File: src/rtl/lwam_pkg.sv
`timescale 1ns / 1ps
// ----------------------------------------------------------------------------
// lwam_pkg
// Shared widths and controller/datapath interface types for the latency
// window average and maximum block.
// ----------------------------------------------------------------------------
package lwam_pkg;

   // Latency sample and result field width
   localparam int LAT_W = 32;

   // One quotient bit per divider step
   localparam int DIV_STEPS = LAT_W;
   localparam int DIV_CNT_W = $clog2(DIV_STEPS);

   // Commands from the controller to the datapath
   typedef struct packed {
      logic write;      // store the accepted sample, restart the scan
      logic rd;         // read the next history slot
      logic div_init;   // load the divider from the finished sums
      logic div_step;   // produce one quotient bit
      logic load;       // move the result into the output register
   } cmd_type;

   // Status from the datapath to the controller
   typedef struct packed {
      logic scan_last;  // read address is at the last slot
      logic count_zero; // no nonzero entry in the window
      logic out_free;   // output register can take a result now
   } status_type;

endpackage

File: src/rtl/latency_window_average_max.sv
`timescale 1ns / 1ps
// ----------------------------------------------------------------------------
// latency_window_average_max
// Circular latency history with mean of the nonzero entries and window
// maximum, one result per sample.
// ----------------------------------------------------------------------------
//
//   channel  | dir | handshake              | payload
//   ---------+-----+------------------------+-------------------------------
//   req      | in  | req_tvalid/req_tready  | latency_us
//   rsp      | out | rsp_tvalid/rsp_tready  | average_latency, window_max
//
// Each sample passes from acceptance to result through one write, one memory
// read per slot during the scan, a drain and a check state, 32 divider steps
// and one load. With no nonzero slot the divider is skipped.
// The scan over the single-port history memory and the bit-serial divider set
// how long each sample takes. Reset is synchronous; a fill count marks
// unwritten slots, so no clearing pass follows reset. A stalled result sits
// in the output register; a new sample is accepted, and the next result waits
// only at load.
// ----------------------------------------------------------------------------
module latency_window_average_max #(
   parameter int WINDOW_DEPTH = 64
) (
   input  logic        clock,
   input  logic        reset,
   input  logic        req_tvalid,
   output logic        req_tready,
   input  logic [31:0] req_tdata,   // [31:0] latency_us
   output logic        rsp_tvalid,
   input  logic        rsp_tready,
   output logic [63:0] rsp_tdata    // [31:0] average_latency, [63:32] window_max
);

   lwam_pkg::cmd_type    cmd;
   lwam_pkg::status_type status;

   logic [lwam_pkg::LAT_W-1:0] rsp_avg;
   logic [lwam_pkg::LAT_W-1:0] rsp_max;

   // Sequencer
   lwam_ctrl u_ctrl (
      .clock       (clock),
      .reset       (reset),
      .req_valid_i (req_tvalid),
      .req_ready_o (req_tready),
      .status_i    (status),
      .cmd_o       (cmd)
   );

   // History, accumulators, divider and result register
   lwam_datapath #(
      .WINDOW_DEPTH (WINDOW_DEPTH)
   ) u_datapath (
      .clock       (clock),
      .reset       (reset),
      .cmd_i       (cmd),
      .status_o    (status),
      .sample_i    (req_tdata),
      .rsp_valid_o (rsp_tvalid),
      .rsp_ready_i (rsp_tready),
      .rsp_avg_o   (rsp_avg),
      .rsp_max_o   (rsp_max)
   );

   assign rsp_tdata = {rsp_max, rsp_avg};

endmodule

File: src/rtl/lwam_ctrl.sv
`timescale 1ns / 1ps
// ----------------------------------------------------------------------------
// lwam_ctrl
// Sequencer: accept a sample, scan the history, run the divider unless the
// window holds no nonzero entry, then hand the result to the output register.
// ----------------------------------------------------------------------------
module lwam_ctrl (
   input  logic                  clock,
   input  logic                  reset,
   input  logic                  req_valid_i,
   output logic                  req_ready_o,
   input  lwam_pkg::status_type  status_i,
   output lwam_pkg::cmd_type     cmd_o
);

   typedef enum logic [2:0] {
      ST_IDLE,
      ST_SCAN,
      ST_DRAIN,
      ST_CHECK,
      ST_DIV,
      ST_DONE
   } state_type;

   state_type                      state_ff, state_in;
   logic [lwam_pkg::DIV_CNT_W-1:0] div_cnt_ff, div_cnt_in;

   // Decode commands and next state
   always_comb begin
      state_in    = state_ff;
      div_cnt_in  = div_cnt_ff;
      cmd_o       = '0;
      req_ready_o = 1'b0;
      unique case (state_ff)
         ST_IDLE: begin
            req_ready_o = 1'b1;
            if (req_valid_i) begin
               cmd_o.write = 1'b1;
               state_in    = ST_SCAN;
            end
         end
         ST_SCAN: begin
            cmd_o.rd = 1'b1;
            if (status_i.scan_last) begin
               state_in = ST_DRAIN;
            end
         end
         ST_DRAIN: begin
            state_in = ST_CHECK;
         end
         ST_CHECK: begin
            if (status_i.count_zero) begin
               state_in = ST_DONE;
            end else begin
               cmd_o.div_init = 1'b1;
               div_cnt_in     = '0;
               state_in       = ST_DIV;
            end
         end
         ST_DIV: begin
            cmd_o.div_step = 1'b1;
            div_cnt_in     = div_cnt_ff + lwam_pkg::DIV_CNT_W'(1);
            if (div_cnt_ff == lwam_pkg::DIV_CNT_W'(lwam_pkg::DIV_STEPS - 1)) begin
               state_in = ST_DONE;
            end
         end
         ST_DONE: begin
            if (status_i.out_free) begin
               cmd_o.load = 1'b1;
               state_in   = ST_IDLE;
            end
         end
         default: begin
            state_in = ST_IDLE;
         end
      endcase
   end

   // Hold state and step count
   always_ff @(posedge clock) begin
      if (reset) begin
         state_ff   <= ST_IDLE;
         div_cnt_ff <= '0;
      end else begin
         state_ff   <= state_in;
         div_cnt_ff <= div_cnt_in;
      end
   end

endmodule

File: src/rtl/lwam_datapath.sv
`timescale 1ns / 1ps
// ----------------------------------------------------------------------------
// lwam_datapath
// History memory, scan accumulators for sum, count and maximum, a radix-2
// restoring divider and the result register.
// ----------------------------------------------------------------------------
module lwam_datapath #(
   parameter int WINDOW_DEPTH = 64
) (
   input  logic                        clock,
   input  logic                        reset,
   input  lwam_pkg::cmd_type           cmd_i,
   output lwam_pkg::status_type        status_o,
   input  logic [lwam_pkg::LAT_W-1:0]  sample_i,
   output logic                        rsp_valid_o,
   input  logic                        rsp_ready_i,
   output logic [lwam_pkg::LAT_W-1:0]  rsp_avg_o,
   output logic [lwam_pkg::LAT_W-1:0]  rsp_max_o
);

   localparam int LAT_W = lwam_pkg::LAT_W;
   localparam int IDX_W = $clog2(WINDOW_DEPTH);
   localparam int CNT_W = $clog2(WINDOW_DEPTH + 1);
   localparam int SUM_W = LAT_W + CNT_W;

   logic [LAT_W-1:0] mem_ff [WINDOW_DEPTH];

   logic [IDX_W-1:0] slot_ff;
   logic [CNT_W-1:0] fill_ff;
   logic [IDX_W-1:0] addr_ff;
   logic [LAT_W-1:0] rd_ff;
   logic [IDX_W-1:0] rd_idx_ff;
   logic             rd_valid_ff;
   logic [SUM_W-1:0] sum_ff;
   logic [CNT_W-1:0] count_ff;
   logic [LAT_W-1:0] max_ff;
   logic [CNT_W-1:0] rem_ff;
   logic [LAT_W-1:0] quo_ff;
   logic [LAT_W-1:0] held_ff;
   logic [LAT_W-1:0] rsp_avg_ff;
   logic [LAT_W-1:0] rsp_max_ff;
   logic             rsp_valid_ff;

   logic             entry_live;
   logic [CNT_W:0]   trial;
   logic [CNT_W:0]   trial_diff;
   logic             trial_ge;
   logic [LAT_W-1:0] avg_in;

   // Slots at or past the fill count were never written since reset: read as zero
   assign entry_live = (CNT_W'(rd_idx_ff) < fill_ff);

   // One restoring division step
   always_comb begin
      trial      = {rem_ff, quo_ff[LAT_W-1]};
      trial_diff = trial - {1'b0, count_ff};
      trial_ge   = (trial >= {1'b0, count_ff});
   end

   // Keep the previous mean when the window holds no nonzero entry
   assign avg_in = (count_ff == '0) ? held_ff : quo_ff;

   // History memory: write on accept, registered read during the scan
   always_ff @(posedge clock) begin
      if (cmd_i.write) begin
         mem_ff[slot_ff] <= sample_i;
      end
      if (cmd_i.rd) begin
         rd_ff <= mem_ff[addr_ff];
      end
   end

   // Write pointer, fill count and read pipeline valid
   always_ff @(posedge clock) begin
      if (reset) begin
         slot_ff     <= '0;
         fill_ff     <= '0;
         rd_valid_ff <= 1'b0;
      end else begin
         rd_valid_ff <= cmd_i.rd;
         if (cmd_i.write) begin
            slot_ff <= (slot_ff == IDX_W'(WINDOW_DEPTH - 1)) ? '0 : slot_ff + IDX_W'(1);
            if (fill_ff != CNT_W'(WINDOW_DEPTH)) begin
               fill_ff <= fill_ff + CNT_W'(1);
            end
         end
      end
   end

   // Scan address, accumulators and divider
   always_ff @(posedge clock) begin
      if (cmd_i.write) begin
         addr_ff  <= '0;
         sum_ff   <= '0;
         count_ff <= '0;
         max_ff   <= '0;
      end else begin
         if (cmd_i.rd) begin
            addr_ff   <= addr_ff + IDX_W'(1);
            rd_idx_ff <= addr_ff;
         end
         if (rd_valid_ff && entry_live && (rd_ff != '0)) begin
            sum_ff   <= sum_ff + SUM_W'(rd_ff);
            count_ff <= count_ff + CNT_W'(1);
            if (rd_ff > max_ff) begin
               max_ff <= rd_ff;
            end
         end
      end
      // Mean fits in LAT_W bits, so the upper sum bits start as the remainder
      if (cmd_i.div_init) begin
         rem_ff <= sum_ff[SUM_W-1:LAT_W];
         quo_ff <= sum_ff[LAT_W-1:0];
      end else if (cmd_i.div_step) begin
         rem_ff <= trial_ge ? trial_diff[CNT_W-1:0] : trial[CNT_W-1:0];
         quo_ff <= {quo_ff[LAT_W-2:0], trial_ge};
      end
   end

   // Held mean and output register
   always_ff @(posedge clock) begin
      if (reset) begin
         held_ff      <= '0;
         rsp_valid_ff <= 1'b0;
      end else if (cmd_i.load) begin
         held_ff      <= avg_in;
         rsp_valid_ff <= 1'b1;
      end else if (rsp_ready_i) begin
         rsp_valid_ff <= 1'b0;
      end
   end

   always_ff @(posedge clock) begin
      if (cmd_i.load) begin
         rsp_avg_ff <= avg_in;
         rsp_max_ff <= max_ff;
      end
   end

   assign status_o.scan_last  = (addr_ff == IDX_W'(WINDOW_DEPTH - 1));
   assign status_o.count_zero = (count_ff == '0);
   assign status_o.out_free   = !rsp_valid_ff || rsp_ready_i;

   assign rsp_valid_o = rsp_valid_ff;
   assign rsp_avg_o   = rsp_avg_ff;
   assign rsp_max_o   = rsp_max_ff;

endmodule
File: config.mk
export PLATFORM = sky130hd
export DESIGN_NAME = latency_window_average_max
export DESIGN_NICKNAME = d
export VERILOG_FILES = /design/src/rtl/lwam_pkg.sv /design/src/rtl/latency_window_average_max.sv /design/src/rtl/lwam_ctrl.sv /design/src/rtl/lwam_datapath.sv
export SDC_FILE = /design/constraint.sdc
export NUM_CORES = 2
export LEC_CHECK = 0
export BUFFER_PORTS_ARGS = -buffer_cell sky130_fd_sc_hd__buf_2
export CELL_PAD_IN_SITES_DETAIL_PLACEMENT = 0
export CELL_PAD_IN_SITES_GLOBAL_PLACEMENT = 1
export CORE_AREA = 2 2 366 513
export CTS_CLUSTER_SIZE = 8
export DETAILED_ROUTE_END_ITERATION = 10
export DIE_AREA = 0 0 368 515
export HOLD_SLACK_MARGIN = 0.08
export PLACE_DENSITY_LB_ADDON = 0.25
export SYNTH_ARGS = -nofsm -noshare
export SYNTH_HDL_FRONTEND = slang
export SYNTH_SLANG_ARGS = --single-unit
File: constraint.sdc
create_clock -name clock -period 8.5 [get_ports clock]
set_clock_uncertainty 0.15 [all_clocks]
set_input_delay 1.275 -clock clock [delete_from_list [all_inputs] [get_ports clock]]
set_output_delay 1.275 -clock clock [all_outputs]
set_load 0.1 [all_outputs]
# --- Yosys cells after proc, flatten, opt, wreduce, memory -nomap -nowiden ---
# Memory sizes are Yosys's and may differ from the RTL's. A register that Yosys moved wholly into a read port is not among the register bits.
# Cells that the tools add are included.
totals:
  register_bits: 248
  ramBits: 2048
  inputBits: 36
  mem_count: 1
op_classes:
  add_sub_neg: 7
  n_lt_le_gt_ge: 3
  eq_ne: 14
  mux: 28
  bitwise: 1
  reduce_logical: 15
memory_table:
  columns: ["memory", "words", "width", "rd", "rd_ports_with_merged_regs", "wr", "line_no", "text"]
  rows:
  - ["u_datapath.mem_ff", 64, 32, 1, 1, 1, "lwam_datapath.sv:26", "logic [LAT_W-1:0] mem_ff [WINDOW_DEPTH];"]
op_table:
  columns: ["operator", "count"]
  rows:
  - ["32-bit 2-to-1 mux", 3]
  - ["39-bit by 32-bit adder with 39-bit output", 1]
  - ["32-bit > comparator", 1]
  - ["32-bit nonzero test", 1]
  - ["7-bit 2-to-1 mux", 3]
  - ["3-bit one-hot mux with 6 select lines", 1]
  - ["7-bit by 1-bit adder with 7-bit output (second input constant)", 2]
  - ["1-bit 2-to-1 mux", 14]
  - ["6-bit by 1-bit adder with 6-bit output (second input constant)", 2]
  - ["6-bit == test (second input constant)", 2]
  - ["3-bit 2-to-1 mux", 4]
  - ["5-bit one-hot mux with 2 select lines", 1]
  - ["8-bit by 7-bit >= comparator with 1-bit output", 1]
  - ["2-bit inequality test (second input constant)", 4]
  - ["2-bit AND reduction", 4]
  - ["7-bit zero test", 1]
  - ["6-bit by 7-bit less-than comparator with 1-bit output", 1]
  - ["7-bit inequality test (second input constant)", 1]
  - ["7-bit subtractor", 1]
  - ["3-bit by 2-bit == test with 1-bit output (second input constant)", 2]
  - ["3-bit == test (second input constant)", 2]
  - ["6-bit 2-to-1 mux", 1]
  - ["2-bit nonzero test", 3]
  - ["5-bit by 1-bit adder with 5-bit output (second input constant)", 1]
  - ["other kinds (10)", 11]

# --- Depth between registers and ports, before layout ---
logic_depth:
  word_depth: 5
  depth_mapped: 11

# --- Cells and area by module ---
# From an unflattened synthesis, not the netlist that was laid out.
unflattened:
  cells_unflattened: 4514
  hier_area_um2: 91915.7
by_module_without_submodules:
  columns: ["mod", "n_inst", "cells_per_inst", "area_per_inst_um2"]
  rows:
  - ["lwam_datapath", 1, 4459, 91438.9]
  - ["lwam_ctrl", 1, 55, 476.7]

# --- Worst setup path before layout ---
# No wires, ideal clock.
synth_timing:
  kind: "flip-flop to flip-flop"
  startpoint: "register u_ctrl.state_ff[1]"
  endpoint: "memory u_datapath.mem_ff[31][0], enable pin"
  setup_ns: 0.468
  t_arrival_ns: 5.816
  required_time_ns: 7.882
  setup_slack_ns: 2.066
  path_stages_with_launch: 7
  period_less_slack_ns: 6.434
  cell_sequence: "dfxtp_1 clkbuf_1 nor3_1 and2_1 and4_1 nand2_1 nor3b_1"
synth_via:
  elab_chain_cells: 4
synth_rtl:
  columns: ["item", "line_no", "text"]
  rows:
  - ["start, declared", "lwam_ctrl.sv:25", "state_type state_ff, state_in;"]
  - ["start signal, assigned", "lwam_ctrl.sv:85", "state_ff <= state_in;"]
  - ["3-bit zero test", "lwam_ctrl.sv:34", "unique case (state_ff)"]
  - ["1-bit 2-to-1 mux", "lwam_ctrl.sv:34", null]
  - ["1-bit 2-to-1 mux", "lwam_datapath.sv:65", "if (cmd_i.write) begin"]
  - ["1-bit 2-to-1 mux (implied by the code)", "lwam_datapath.sv:66", "mem_ff[slot_ff] <= sample_i;"]
  - ["end, declared", "lwam_datapath.sv:26", null]
# No other way between the ends.

==> results.txt <==
The flow ran to the end, and the final reports show no timing, DRC or antenna violations. The post-synthesis sequential area ratio is 74.5%. The summed negative setup slack over all endpoints came out at 0 ns. Setup repair after global routing left no endpoint under its margin. During placement, the flow inserted port buffers numbering between 100 and 150. The number of max-capacitance violations reported is 0. The final period demand of the worst path is 4.23 ns. Hold is met by 0.316 ns.

The path class of the lowest-slack min-delay path is reg2reg. The routed via count came out at 45,000. The setup slack after layout is 4.27 ns.

The number of hold buffers added after CTS is 0. In this run, synthesis inferred 2,189 flip-flops with an integrated enable. The die width is approximately 370 um. The CTS tree is done. The most common cell after layout, fill and taps aside is sky130_fd_sc_hd__edfxtp_1. The synthesized area per cell came out at 20.4 um2.

The share of layout cells above drive strength 1 is 26.1%. The critical-path maximum fanout is 64. The netlist area before placement came out at just over 90,000 um2. The relative slew slack is between 10% and 20%. The worst setup path is captured at a register.

The residual DRC count is 0. The clock insertion delay at the later pin of the skew report came out at 0.83 ns. The area inside the core boundary came out at 185,000 um2. The number of buffers on the longest clock path came out at 4. The count of final hold-check violations is 0. Of all flip-flops after synthesis, the portion carrying an async set or reset was 0%. The post-place setup slack came out at 4.14 ns. The peak clock frequency supported by timing came out at 236 MHz.

The number of antenna violations at the first check in global routing is 6. In the layout the commonest cells are 2,189 x sky130_fd_sc_hd__edfxtp_1, 594 x sky130_fd_sc_hd__mux4_2, 336 x sky130_fd_sc_hd__clkbuf_16. Before antenna repair, the detailed router went through 7 iterations.

The number of CTS-inserted buffers came out at 333. The power density over the cells came out at 264 nW/um2. The remaining antenna violation count came out at 0. The total number of H-tree levels is 5. The placed wire-length estimate is 125 mm. The overall track demand over capacity in global routing came out at 23.5%. The number of cells upsized or downsized after cts is 0.

In the final routed layout, each cell accounts on average for 30.1 um. The height of the die is 515 um. The number of vias per cell after detailed routing came out at 6.10. For this design the static power due to leakage is 32.8 nW.

The required time reported for the critical path endpoint is 8.90 ns. Synthesis inferred ~2,300 register bits. The buffer count from post-CTS setup fixing is 0. The final number of max-transition violations is 0. Clock tree synthesis found a total of 2,328 sinks. After synthesis, the netlist uses 63 different library cells.

The post-route non-filler standard cell count came out at 7,381. The top-level port count is just over 100. The final weighted congestion in routability-driven placement came out at 0.834. The depth of the worst register-to-register path came out at 5. The pin slew with the least headroom to its limit is 1.26 ns. The worst setup path is launched from a register.

The final net count came out at about 4,900. Clock-pin slew was measured on the worst setup and hold paths at approximately 0.05 ns. Setup slack on the worst reg-to-reg path comes out at approximately 4.3 ns. The DRC marker count from the first detailed-route iteration came out at 4,313. For this configuration, the core starts out at a cell density of about 50%. The clock root buffer master is sky130_fd_sc_hd__clkbuf_16. The number of global-route vias before repair is 46,800. The worst hold path begins at u_datapath.max_ff[25]. The die covers 190,000 um2.

The largest voltage drop on the vdd net is approximately 0.14 mV. The final wirelength is 222 mm. The cell depth of the worst hold path is 0. In the finished design, the share of the clock period the worst path needs comes to 49.7%. The net count after synthesis came out at 4,631.

The first-pass GRT wire length is ~320 mm. The number of placement rows came out at 187. The count of placed standard cells including taps is approximately 6,900. The post-synthesis cell count came out at 4,509. The number of warning messages in the yosys log came out at 0. The startpoint identified for the worst register-to-register timing path is u_datapath.addr_ff[0]. The data arrival time of the critical path is 4.63 ns.

For this run, the leading register cell type out of synthesis is sky130_fd_sc_hd__edfxtp_1. The worst register-to-register path ends at u_datapath.rd_ff[31]. The overall power is 27.7 mW. Entering global routing, the biggest net connects 104 pins. The area growth from synthesis to layout came out at 14.1%. For hold timing, the worst endpoint is u_datapath.rsp_max_o[25]. The global route total overflow is 0. Setup violations remaining at the end of the flow were counted as 0. The setup path with the least slack is of type reg2reg.
-- kinds of logic (layout without fill, tap and decap cells) --
group                    Yosys count  after routing  share of synthesized area [%]
AO/OA/AOI/OAI                    309            309                           2.14
XOR/XNOR                          43             43                          0.409
adder cells (fa/ha/maj)           86             86                           1.19
buffers and inverters            295            706                           1.52
flip-flops                      2328           2328                           74.5
multiplexers                     828            828                           17.1
other                              0              4                              0
AND/OR/NAND/NOR                  620            620                           3.13
-- area by class of cell --
| type | instances | area [um2] |
|---|---|---|
| fillers | 13600 | 79800 |
| flip-flops and latches | 2328 | 68500 |
| multi-input cells | 1886 | 22600 |
| clock buffers | 415 | 8700 |
| well taps | 2457 | 3070 |
| repair buffers | 210 | 1450 |
| clock inverters | 20 | 375 |
| inverters | 61 | 229 |
| diodes | 4 | 10.0 |
-- per-layer routing --
layer | up-vias | global-route usage [%] | wire [um]
li1 | 19000 | - | -
met1 | 24100 | 29.8 | 85800
met2 | 1516 | 41.5 | 116000
met3 | 374 | 3.76 | 13500
met4 | 2 | 7.05 | 6320
met5 | - | 0 | 13
-- synthesized netlist by cell type (all sizes together) (61+ instances only) --
| master | number | area share, % |
|---|---|---|
| inv | 61 | 0.25 |
| edfxtp | 2189 | 71 |
| dfxtp | 139 | 3.0 |
| nand2 | 217 | 0.89 |
| nor2 | 183 | 0.75 |
| mux2i | 197 | 2.1 |
| clkbuf | 119 | 0.49 |
| a211oi | 79 | 0.64 |
| nor2b | 73 | 0.50 |
| mux4 | 594 | 15 |
| a21oi | 112 | 0.61 |
| ha | 84 | 1.1 |
| buf | 115 | 0.79 |
-- worst max-delay path by stage --
stage	cells past startpoint	slack (ns)	end	startpoint
2_1_floorplan	6	2.07	u_datapath.mem_ff[31][0]	u_ctrl.state_ff[1]
4_1_cts	5	4.13	u_datapath.rd_ff[19]	u_datapath.addr_ff[0]
3_3_place_gp	5	4.14	u_datapath.rd_ff[19]	u_datapath.addr_ff[0]
3_5_place_dp	5	4.14	u_datapath.rd_ff[19]	u_datapath.addr_ff[0]
6_report	5	4.27	u_datapath.rd_ff[31]	u_datapath.addr_ff[0]
5_1_grt	5	3.96	u_datapath.rd_ff[19]	u_datapath.addr_ff[0]
-- worst max-delay path, stage by stage (launching register included) --
cell                      delay [ns]
sky130_fd_sc_hd__dfxtp_4        0.83
sky130_fd_sc_hd__buf_12         0.44
sky130_fd_sc_hd__buf_4          0.62
sky130_fd_sc_hd__mux4_2         0.59
sky130_fd_sc_hd__mux4_2         0.58
sky130_fd_sc_hd__mux4_2         0.57
-- power by group --
part	switching [mW]	internal, mW
registers	0.167	12.7
clock network	4.57	7.15
logic	1.70	1.48
total	6.43	21.3
-- flip-flops by register name, indices dropped and copies added (netlist names) --
name	flops
u_datapath.quo_ff	32
u_datapath.max_ff	32
u_datapath.mem_ff	2048
u_ctrl.div_cnt_ff	5
u_datapath.rsp_avg_o	32
u_datapath.slot_ff	6
u_datapath.rem_ff	7
u_ctrl.state_ff	3
u_datapath.rsp_max_o	32
u_datapath.sum_ff	39
u_datapath.rd_idx_ff	6
u_datapath.fill_ff	7
u_datapath.held_ff	32
u_datapath.rsp_valid_o	1
u_datapath.addr_ff	6
u_datapath.rd_valid_ff	1
u_datapath.count_ff	7
u_datapath.rd_ff	32
-- metrics by stage --
| stage | utilization (%) | area (um2) |
|---|---|---|
| 4_1_cts | 56.8 | 105000 |
| 3_5_place_dp | 51.9 | 95900 |
| 2_1_floorplan | - | 92000 |
| 3_3_place_gp | 51.9 | 95900 |
| 6_report | 56.8 | 105000 |
| 5_1_grt | 56.8 | 105000 |
Power figures use the tool's default switching activity.
